## config.mk

```make
export PLATFORM = sky130hd
export DESIGN_NAME = escape_byte_packet_deframer_flat
export DESIGN_NICKNAME = d
export VERILOG_FILES = /design/src/rtl/ebpd_pkg.sv /design/src/rtl/ebpd_if.sv /design/src/rtl/escape_byte_packet_deframer.sv /design/src/rtl/ebpd_datapath.sv /design/src/rtl/ebpd_controller.sv /design/src/flat_wrapper.sv
export SDC_FILE = /design/constraint.sdc
export NUM_CORES = 1
export LEC_CHECK = 0
export CORE_ASPECT_RATIO = 0.6
export CORE_MARGIN = 2
export CORE_UTILIZATION = 45
export DETAILED_ROUTE_END_ITERATION = 8
export DONT_BUFFER_PORTS = 1
export HOLD_SLACK_MARGIN = 0.1
export MAX_ROUTING_LAYER = met4
export PLACE_DENSITY = 0.68
export SYNTH_ARGS = -nofsm -noshare
export SYNTH_HDL_FRONTEND = slang
export SYNTH_SLANG_ARGS = --single-unit
export TNS_END_PERCENT = 20
```

## constraint.sdc

```tcl
create_clock -name clk -period 3 [get_ports clk]
set_input_delay 0.6 -clock clk [delete_from_list [all_inputs] [get_ports clk]]
set_output_delay 0.6 -clock clk [all_outputs]
set_load 0.01 [all_outputs]
```

## src/rtl/ebpd_pkg.sv

```systemverilog
// Package with shared sizes, constants and control types for the packet deframer.
`timescale 1ns / 1ps
`default_nettype none

package ebpd_pkg;

    localparam int PACKET_BYTES = 64;
    localparam int CNT_W = $clog2(PACKET_BYTES + 1);
    localparam int ADDR_W = $clog2(PACKET_BYTES);
    localparam logic [7:0] ESCAPE_RESET = 8'hFF;

    typedef struct packed {
        logic take;
        logic fetch;
        logic advance;
    } ebpd_cmd_t;

    typedef struct packed {
        logic frame_end;
        logic empty_frame;
        logic last_beat;
    } ebpd_status_t;

endpackage

`default_nettype wire

```

## src/rtl/ebpd_if.sv

```systemverilog
// Stream interfaces for received link bytes and for emitted packet bytes.
`timescale 1ns / 1ps
`default_nettype none

interface ebpd_link_if;
    logic       valid;
    logic       ready;
    logic [7:0] rx_byte;

    modport source (output valid, output rx_byte, input ready);
    modport sink (input valid, input rx_byte, output ready);
endinterface

interface ebpd_packet_if;
    logic       valid;
    logic       ready;
    logic [7:0] out_byte;
    logic       out_last;
    logic       out_empty;

    modport source (output valid, output out_byte, output out_last, output out_empty,
                    input ready);
    modport sink (input valid, input out_byte, input out_last, input out_empty,
                  output ready);
endinterface

`default_nettype wire

```

## src/rtl/escape_byte_packet_deframer.sv

```systemverilog
// Top level of the escape-byte packet deframer.
// A link byte is taken when valid and ready meet; the frame-end byte starts the read-out.
// Each packet byte is first read from the store into the read register, then shown as an output beat.
// An empty frame gives its single beat in the cycle after the frame-end byte is taken.
// No link byte is taken during read-out; the single store read port sets the output rate.
// Reset clears the fill count and escape flag and loads the escape byte with 0xFF.
`timescale 1ns / 1ps
`default_nettype none

module escape_byte_packet_deframer (
    input  wire logic         clk,
    input  wire logic         rst_n,
    input  wire logic         cfg_we,
    input  wire logic [7:0]   cfg_wdata,
    ebpd_link_if.sink         link,
    ebpd_packet_if.source     packet
);

    ebpd_pkg::ebpd_cmd_t    cmd;
    ebpd_pkg::ebpd_status_t status;

    ebpd_controller u_controller (
        .clk       (clk),
        .rst_n     (rst_n),
        .in_valid  (link.valid),
        .in_ready  (link.ready),
        .out_valid (packet.valid),
        .out_ready (packet.ready),
        .status    (status),
        .cmd       (cmd)
    );

    ebpd_datapath u_datapath (
        .clk       (clk),
        .rst_n     (rst_n),
        .cfg_we    (cfg_we),
        .cfg_wdata (cfg_wdata),
        .rx_byte   (link.rx_byte),
        .cmd       (cmd),
        .status    (status),
        .out_byte  (packet.out_byte),
        .out_last  (packet.out_last),
        .out_empty (packet.out_empty)
    );

endmodule

`default_nettype wire

```

## src/rtl/ebpd_datapath.sv

```systemverilog
// Datapath of the deframer: packet store, fill count, escape flag and read-out registers.
`timescale 1ns / 1ps
`default_nettype none

module ebpd_datapath (
    input  wire logic                 clk,
    input  wire logic                 rst_n,
    input  wire logic                 cfg_we,
    input  wire logic [7:0]           cfg_wdata,
    input  wire logic [7:0]           rx_byte,
    input  wire ebpd_pkg::ebpd_cmd_t  cmd,
    output ebpd_pkg::ebpd_status_t    status,
    output logic [7:0]                out_byte,
    output logic                      out_last,
    output logic                      out_empty
);

    logic [7:0]                  escape_reg;
    logic                        pending_reg;
    logic                        pending_next;
    logic [ebpd_pkg::CNT_W-1:0]  fill_reg;
    logic [ebpd_pkg::CNT_W-1:0]  fill_next;
    logic [ebpd_pkg::CNT_W-1:0]  fill_eff;
    logic [ebpd_pkg::CNT_W-1:0]  len_reg;
    logic [ebpd_pkg::CNT_W-1:0]  len_next;
    logic [ebpd_pkg::ADDR_W-1:0] rd_idx_reg;
    logic [ebpd_pkg::ADDR_W-1:0] rd_idx_next;
    logic [7:0]                  rdata_reg;
    logic                        store_en;
    logic                        end_mark;
    logic                        len_zero;

    logic [7:0] store_mem [ebpd_pkg::PACKET_BYTES];

    // A full store restarts at zero before the next byte is handled.
    assign fill_eff = (fill_reg == ebpd_pkg::CNT_W'(ebpd_pkg::PACKET_BYTES))
                      ? '0 : fill_reg;
    assign end_mark = pending_reg && (rx_byte == ~escape_reg);
    assign len_zero = (len_reg == '0);

    always_comb
    begin
        pending_next = pending_reg;
        fill_next    = fill_reg;
        len_next     = len_reg;
        rd_idx_next  = rd_idx_reg;
        store_en     = 1'b0;
        if (cmd.take)
        begin
            fill_next = fill_eff;
            if (pending_reg)
            begin
                pending_next = 1'b0;
                if (end_mark)
                begin
                    fill_next   = '0;
                    len_next    = fill_eff;
                    rd_idx_next = '0;
                end
                else
                begin
                    store_en  = 1'b1;
                    fill_next = fill_eff + ebpd_pkg::CNT_W'(1);
                end
            end
            else if (rx_byte == escape_reg)
            begin
                pending_next = 1'b1;
            end
            else
            begin
                store_en  = 1'b1;
                fill_next = fill_eff + ebpd_pkg::CNT_W'(1);
            end
        end
        if (cmd.advance)
        begin
            rd_idx_next = rd_idx_reg + ebpd_pkg::ADDR_W'(1);
        end
    end

    always_ff @(posedge clk or negedge rst_n)
    begin
        if (!rst_n)
        begin
            escape_reg  <= ebpd_pkg::ESCAPE_RESET;
            pending_reg <= 1'b0;
            fill_reg    <= '0;
            len_reg     <= '0;
            rd_idx_reg  <= '0;
        end
        else
        begin
            if (cfg_we)
            begin
                escape_reg <= cfg_wdata;
            end
            pending_reg <= pending_next;
            fill_reg    <= fill_next;
            len_reg     <= len_next;
            rd_idx_reg  <= rd_idx_next;
        end
    end

    always_ff @(posedge clk)
    begin
        if (store_en)
        begin
            store_mem[fill_eff[ebpd_pkg::ADDR_W-1:0]] <= rx_byte;
        end
        if (cmd.fetch)
        begin
            rdata_reg <= store_mem[rd_idx_reg];
        end
    end

    assign status.frame_end   = end_mark;
    assign status.empty_frame = (fill_eff == '0);
    assign status.last_beat   = len_zero ||
                                (ebpd_pkg::CNT_W'(rd_idx_reg) + ebpd_pkg::CNT_W'(1) == len_reg);

    assign out_byte  = len_zero ? 8'h00 : rdata_reg;
    assign out_last  = status.last_beat;
    assign out_empty = len_zero;

endmodule

`default_nettype wire

```

## src/rtl/ebpd_controller.sv

```systemverilog
// Controller of the deframer: sequences byte intake and packet read-out.
`timescale 1ns / 1ps
`default_nettype none

module ebpd_controller (
    input  wire logic                   clk,
    input  wire logic                   rst_n,
    input  wire logic                   in_valid,
    output logic                        in_ready,
    output logic                        out_valid,
    input  wire logic                   out_ready,
    input  wire ebpd_pkg::ebpd_status_t status,
    output ebpd_pkg::ebpd_cmd_t         cmd
);

    typedef enum logic [1:0] {
        ST_IDLE,
        ST_FETCH,
        ST_SHOW
    } state_t;

    state_t state_reg;
    state_t state_next;
    logic   in_ready_reg;
    logic   in_ready_next;
    logic   out_valid_reg;
    logic   out_valid_next;

    assign in_ready    = in_ready_reg;
    assign out_valid   = out_valid_reg;
    assign cmd.take    = in_valid && in_ready_reg;
    assign cmd.fetch   = (state_reg == ST_FETCH);
    assign cmd.advance = out_valid_reg && out_ready;

    always_comb
    begin
        state_next     = state_reg;
        in_ready_next  = in_ready_reg;
        out_valid_next = out_valid_reg;
        unique case (state_reg)
            ST_IDLE:
            begin
                if (cmd.take && status.frame_end)
                begin
                    in_ready_next = 1'b0;
                    if (status.empty_frame)
                    begin
                        state_next     = ST_SHOW;
                        out_valid_next = 1'b1;
                    end
                    else
                    begin
                        state_next = ST_FETCH;
                    end
                end
            end
            ST_FETCH:
            begin
                state_next     = ST_SHOW;
                out_valid_next = 1'b1;
            end
            ST_SHOW:
            begin
                if (out_ready)
                begin
                    out_valid_next = 1'b0;
                    if (status.last_beat)
                    begin
                        state_next    = ST_IDLE;
                        in_ready_next = 1'b1;
                    end
                    else
                    begin
                        state_next = ST_FETCH;
                    end
                end
            end
            default:
            begin
                state_next     = ST_IDLE;
                in_ready_next  = 1'b1;
                out_valid_next = 1'b0;
            end
        endcase
    end

    always_ff @(posedge clk or negedge rst_n)
    begin
        if (!rst_n)
        begin
            state_reg     <= ST_IDLE;
            in_ready_reg  <= 1'b1;
            out_valid_reg <= 1'b0;
        end
        else
        begin
            state_reg     <= state_next;
            in_ready_reg  <= in_ready_next;
            out_valid_reg <= out_valid_next;
        end
    end

endmodule

`default_nettype wire

```

## src/flat_wrapper.sv

```systemverilog
// flat-port wrapper written by rule: the top's interface ports become plain ports
module escape_byte_packet_deframer_flat 
  (clk, rst_n, cfg_we, cfg_wdata, link_valid, link_rx_byte, link_ready, packet_valid, packet_out_byte, packet_out_last, packet_out_empty, packet_ready);
  ebpd_link_if link_i ();
  ebpd_packet_if packet_i ();
  input  wire logic clk;
  input  wire logic rst_n;
  input  wire logic cfg_we;
  input  wire logic [7:0] cfg_wdata;
  input wire logic [$bits(link_i.valid)-1:0] link_valid;
  input wire logic [$bits(link_i.rx_byte)-1:0] link_rx_byte;
  output wire logic [$bits(link_i.ready)-1:0] link_ready;
  output wire logic [$bits(packet_i.valid)-1:0] packet_valid;
  output wire logic [$bits(packet_i.out_byte)-1:0] packet_out_byte;
  output wire logic [$bits(packet_i.out_last)-1:0] packet_out_last;
  output wire logic [$bits(packet_i.out_empty)-1:0] packet_out_empty;
  input wire logic [$bits(packet_i.ready)-1:0] packet_ready;
  assign link_i.valid = link_valid;
  assign link_i.rx_byte = link_rx_byte;
  assign link_ready = link_i.ready;
  assign packet_valid = packet_i.valid;
  assign packet_out_byte = packet_i.out_byte;
  assign packet_out_last = packet_i.out_last;
  assign packet_out_empty = packet_i.out_empty;
  assign packet_i.ready = packet_ready;
  escape_byte_packet_deframer u_core (.clk(clk), .rst_n(rst_n), .cfg_we(cfg_we), .cfg_wdata(cfg_wdata), .link(link_i), .packet(packet_i));
endmodule
```

### Word level (Yosys, flattened, before mapping)

Memory sizes are Yosys's and may differ from the RTL's. A register that Yosys moved wholly into a read port is not among the register bits.
Cells that the tools add are included.

| operators by class | value |
|---|---|
| reductions and logical operators | 16 |
| multiplexer cells | 30 |
| $add $sub $neg | 3 |
| bitwise logic cells | 2 |
| equal/unequal tests | 10 |

Operator list:

| operator | count |
|---|---|
| 7-bit two-way mux | 4 |
| 6-bit two-way mux | 4 |
| 8-bit equality test | 2 |
| 1-bit two-way mux | 15 |
| 7-bit logical NOT | 2 |
| 3-bit AND reduction | 3 |
| 8-bit two-way mux | 1 |
| 8-bit inverter | 1 |
| 6-bit by 1-bit adder with 7-bit output (second input constant) | 1 |
| 7-bit by 1-bit adder with 7-bit output (second input constant) | 1 |
| 7-bit equality test | 1 |
| 7-bit equality test (second input constant) | 1 |
| 6-bit by 1-bit adder with 6-bit output (second input constant) | 1 |
| 2-bit two-way mux | 3 |
| 2-bit inequality test (second input constant) | 3 |
| 1-bit one-hot mux with 3 select lines | 2 |
| 2-bit one-hot mux with 3 select lines | 1 |
| 2-bit nonzero test | 3 |
| 1-bit logical AND | 4 |
| 4-bit AND reduction | 1 |
| 2-bit by 1-bit equality test with 1-bit output (second input constant) | 1 |
| 2-bit equality test (second input constant) | 1 |
| 2-bit logical NOT | 1 |
| 2-bit by 1-bit inequality test with 1-bit output (second input constant) | 1 |
| other kinds (3) | 3 |

| word-level totals | value |
|---|---|
| RAM bits | 512 |
| word-level logic and storage cells | 70 |
| register bits after elaboration | 33 |
| memories | 1 |

Memories:

| name | words | bits a word | rd ports | clocked after Yosys merged registers in | wr ports | line | text |
|---|---|---|---|---|---|---|---|
| u_core.u_datapath.store_mem | 64 | 8 | 1 | 1 | 1 | ebpd_datapath.sv:33 | `logic [7:0] store_mem [ebpd_pkg::PACKET_BYTES];` |

### Longest topological paths before layout

| logic depth | value |
|---|---|
| depth after elaboration | 8 |
| depth in mapped cells | 10 |
| gate-level depth less buffers | 8 |

### Cells and area by module

A second synthesis with hierarchy kept.

| unflattened totals | value |
|---|---|
| cell total of the unflattened synthesis | 1110 |
| area total of the unflattened synthesis | 22190.0 um^2 |

Modules (own cells, without submodules):

| module | instances | cells an instance | area an instance (um^2) |
|---|---|---|---|
| ebpd_datapath | 1 | 1090 | 21969.8 |
| ebpd_controller | 1 | 20 | 220.2 |

### Least setup slack after synthesis

Ideal clock, no wire load.

| path | value |
|---|---|
| path type | input port to flip-flop |
| start | input port link_rx_byte[2] |
| end | memory u_core.u_datapath.store_mem[27][0] (enable) |
| path buffers | 1 |
| data required time | 2.629 ns |
| slack | 0.489 ns |
| library setup time | 0.371 ns |
| cell stages on the path | 7 |
| data arrival time | 2.141 ns |
| cell sequence | xor2_1 nor3_1 nand3_2 nand3b_1 or4_1 clkbuf_1 nor2_1 |

| between the ends | value |
|---|---|
| word-level cells in the longest chain between the ends | 7 |
| elaborated cells between the ends (all ways) | 9 |
| classes of those cells | 2 x eq/ne; 6 x mux; 1 x reduce/logical |

RTL lines:

| what | line | text |
|---|---|---|
| start, declared | flat_wrapper.sv:11 | `input wire logic [$bits(link_i.rx_byte)-1:0] link_rx_byte;` |
| 8-bit equality test | ebpd_datapath.sv:38 | `assign end_mark = pending_reg && (rx_byte == ~escape_reg);` |
| 1-bit logical AND | ebpd_datapath.sv:38 |  |
| 1-bit two-way mux | ebpd_datapath.sv:54 | `if (end_mark)` |
| 1-bit two-way mux * | ebpd_datapath.sv:51 | `if (pending_reg)` |
| 1-bit two-way mux * | ebpd_datapath.sv:48 | `if (cmd.take)` |
| 1-bit two-way mux * | ebpd_datapath.sv:107 | `if (store_en)` |
| 1-bit two-way mux (not written as such) * | ebpd_datapath.sv:109 | `store_mem[fill_eff[ebpd_pkg::ADDR_W-1:0]] <= rx_byte;` |
| end, declared | ebpd_datapath.sv:33 |  |

Mark *: on every way between the ends. The rest lies on a longest branch, timed or not.

### Worst setup path after layout

| path | value |
|---|---|
| start | register u_core.u_datapath.rd_idx_reg[1] (netlist name) |
| end | output port packet_out_last |

| between the ends | value |
|---|---|
| word-level cells in the longest chain between the ends | 3 |

RTL lines:

| what | line | text |
|---|---|---|
| start, declared | ebpd_datapath.sv:26 | `logic [ebpd_pkg::ADDR_W-1:0] rd_idx_reg;` |
| start signal, assigned | ebpd_datapath.sv:101 | `rd_idx_reg <= rd_idx_next;` |
| 6-bit by 1-bit adder with 7-bit output | ebpd_datapath.sv:120 | `(ebpd_pkg::CNT_W'(rd_idx_reg) + ebpd_pkg::CNT_W'(1) == len_reg);` |
| 7-bit equality test | ebpd_datapath.sv:120 |  |
| 1-bit logical OR | ebpd_datapath.sv:119 | `assign status.last_beat = len_zero \|\|` |
| end, declared | flat_wrapper.sv:15 | `output wire logic [$bits(packet_i.out_last)-1:0] packet_out_last;` |

Every way passes these cells.

==> metrics <==
outcome=complete, no violations; GR met2 Demand/Resource=0.289; cells after synthesis=roughly 1100; Core ar.=slightly below 50000 sq um; die extent in x=between 200 and 300 microns; sequential area share after synthesis=0.748; number of global-route vias before repair=around 11000; Sw Share=0.198; routability cong.=~0.87; pin count of the biggest net entering global routing=66; TNS Setup=0 ns; post-synthesis net count=between 1000 and 1500; post-route cell area=25100 sq um; pins over their slew limit=0; Leak=7.81 nW; via count normalized by instance count=approximately 6; Total GRT Usage=0.220; Main synth FF type=edfxtp_1; Mapped Area=22000 sq um; Starting Density=0.458; Post-synth EDFFs=520; Placed Cells=between 1500 and 2000; Setup WS post-layout=about 0.076 ns; worst skew pair latency=0.58 ns; GR Overflow Total=0; std cell rows=between 60 and 70; max FFs per register=between 500 and 600; Clk network pwr share=0.423; placed wire-length estimate=32800 microns; Worst IR Drop VDD=about 400 uV; Flop pwr share=0.551; CTS tree=done; first-iteration detailed-routing DRC count=between 1000 and 1500; total number of vias=11439; drt total wl=53500 microns; Max Freq=around 340 MHz; first-pass detailed-route iteration total=5; ratio of final minimum period to clock period=0.975; distinct cell type count after synthesis=55; fin util=0.522; # port buffers=0; crit path capture type=output pin; pwr/cell area=between 600 and 700 nW/um^2; Die ar.=50700 sq um; Residual DRC=0; Worst setup SP type=register; Seq cells post-synth=approximately 550; CP Class=reg -> out; share of cells above drive strength 1=0.257; Area after DPL=around 23000 sq um; CP max stage delay=between 0.4 and 0.5 ns; Die Ht=~180 microns; crit path cell chain=ha_2, or3b_1, a211oi_2, nor3_1, o31ai_2, buf_4; grt met3 use=0.0858; synthesized area per cell=19.2 sq um; asr flop ratio synth=0.0597; post-layout min period=~2.9 ns; WP data required=between 2 and 2.5 ns; HP Class=in -> reg; clk buf depth=3; antenna violation net count after detailed routing=0; met1 global-route usage=0.327; pre-CTS setup slack=0.176 ns; Worst slew margin=0.418; I/O pins=33; clock skew=about 0.013 ns; drt wl/cell=~28 microns; GRT busiest layer=met1; Setup violations, final=0; Area Growth Syn to Fin=14.0%; critical-path maximum fanout=4; Reg clk slew, reported paths=roughly 0.07 ns; CTS Root Cell=clkbuf_16; Sink Count=between 500 and 600; CTS buffer count=a little under 50; CTS H-tree depth=2; max-cap violations=0; actual slew at the worst max-slew pin=approximately 0.87 ns; combinational share of power=0.026; final hold violation count=0; P_int=roughly 12 mW; initial antenna violation count=1; Synth warnings=0; P_sw=3.07 mW; Crit-path slowest cell=dfrtp_4; first-pass GRT wire length=slightly below 80000 microns; Layout Cells excl Fill=around 1900; NumNets Final=1257; data arrival time of the worst path=approximately 2.3 ns
## worst max-delay path: cells and delay by family (launching register included)
family,cells,cell delay (ns)
AND/OR/NAND/NOR,2,0.44
AO/OA/AOI/OAI,2,0.46
buffers and inverters,1,0.19
flip-flops,1,0.45
adder cells (fa/ha/maj),1,0.21
## synthesized netlist by cell type, drive strengths merged, types with 2 or more instances
cell type  number  share of area
mux2           17         0.0087
nand2          52         0.0089
a22o            7         0.0028
nand4           8         0.0023
o31ai           5         0.0019
mux2i          27          0.012
nor2b           7         0.0020
a21oi          16         0.0036
inv             8         0.0014
a32oi           5         0.0020
o311ai          2        0.00080
and2           13         0.0037
nor3           13         0.0032
a211oi         10         0.0034
ha              3         0.0017
or4             2        0.00068
or3b            2        0.00080
and3            3        0.00085
a22oi          10         0.0034
or3             6         0.0017
edfxtp        520           0.71
nand3          17         0.0041
xor2           11         0.0044
o21ai          28         0.0064
nand4b          2        0.00080
nand3b          7         0.0024
clkbuf         26         0.0044
xnor2           2        0.00080
dfrtp          24          0.027
nand2b          5         0.0014
a31oi           7         0.0020
mux4          124           0.13
dfstp           9          0.011
nor2           86          0.015
o221ai          2        0.00080
nor4            4         0.0011
o22ai          13         0.0037
buf            35         0.0093
## what timing repair did
item	in CTS	in global routing
setup buffers	4	1
gates resized for setup	2	6
cloned	1	0
endpoints found under the setup margin	1	1
pin swaps	0	1
hold buffers	2	3
endpoints found under the hold margin	33	3
## logic make-up (layout without fill, tap and decap cells)
group / count (synthesis) / after routing / share of synthesized area
compound gates: 110 / 110 / 0.0328
xor+xnor: 13 / 13 / 0.00517
fa+ha+maj: 3 / 3 / 0.00171
buf+inv: 69 / 196 / 0.0151
flops: 553 / 553 / 0.748
mux: 168 / 168 / 0.148
other cells: 0 / 1 / 0
simple gates: 229 / 229 / 0.0496
## path summary, 6_finish.rpt
kind                                                       from                            endpoint  slack (ns)  depth (start not counted)
worst max-delay path            u_core.u_datapath.rd_idx_reg[1]                     packet_out_last        0.08                          6
worst min-delay path                            link_rx_byte[5]  u_core.u_datapath.store_mem[33][5]        0.12                          0
worst max register to register  u_core.u_datapath.rd_idx_reg[0]      u_core.u_datapath.rdata_reg[4]        0.23                          9
worst min register to register    u_core.u_datapath.fill_reg[6]       u_core.u_datapath.fill_reg[6]        0.53                          1
max in group asynchronous                                 rst_n     u_core.u_datapath.escape_reg[3]        2.27                          2
min in group asynchronous                                 rst_n        u_core.u_datapath.len_reg[0]        0.48                          2
## layout make-up
cell class / count / area, sq um
antenna: 1 / 2.50
clock buffer: 67 / 1380
clock inverter: 23 / 287
fill: 3715 / 22900
inverter: 8 / 30.0
multi-input combinational: 523 / 5230
sequential: 553 / 16500
tap: 640 / 801
timing repair buffer: 98 / 891
## power groups by stage
stage | Clock [mW] | Sequential, mW | Combinational, mW
finish | 6.57 | 8.56 | 0.405
detailed placement | 0 | 8.72 | 0.382
global route | 6.95 | 8.56 | 0.441
floorplan | 0 | 8.71 | 0.250
CTS | 6.66 | 8.56 | 0.397
global placement | 0 | 8.72 | 0.374
## cell usage in the layout, fill, tap and decap left out, drive strengths merged, types with 5 or more instances in the layout
cell type / netlist / routed
a21oi: 16 / 16
dfstp: 9 / 9
edfxtp: 520 / 520
o31ai: 5 / 5
nand3: 17 / 17
xor2: 11 / 11
nand2: 52 / 52
clkbuf: 26 / 67
mux2: 17 / 17
a32oi: 5 / 5
a31oi: 7 / 7
mux2i: 27 / 27
o21ai: 28 / 28
nand4: 8 / 8
mux4: 124 / 124
nor2: 86 / 86
bufinv: 0 / 7
clkinv: 0 / 14
a22oi: 10 / 10
buf: 35 / 93
a22o: 7 / 7
nor3: 13 / 13
a211oi: 10 / 10
nand3b: 7 / 7
nand2b: 5 / 5
and2: 13 / 13
nor2b: 7 / 7
inv: 8 / 9
dfrtp: 24 / 24
o22ai: 13 / 13
or3: 6 / 6
## per-stage QoR
| stage | hold WS (ns) | power [mW] |
|---|---|---|
| 4_1_cts | 0.108 | 15.6 |
| 5_1_grt | 0.102 | 16.0 |
| 2_1_floorplan | 0.304 | 8.96 |
| 3_5_place_dp | 0.305 | 9.10 |
| 6_report | 0.125 | 15.5 |
| 3_3_place_gp | 0.305 | 9.09 |
## layer usage
| layer | vias to the layer above | share of wire |
|---|---|---|
| li1 | 4822 | - |
| met1 | 5943 | 0.44 |
| met2 | 598 | 0.42 |
| met3 | 76 | 0.12 |
| met4 | 0 | 0.016 |
| met5 | - | 0 |
Power figures use the tool's default switching activity.
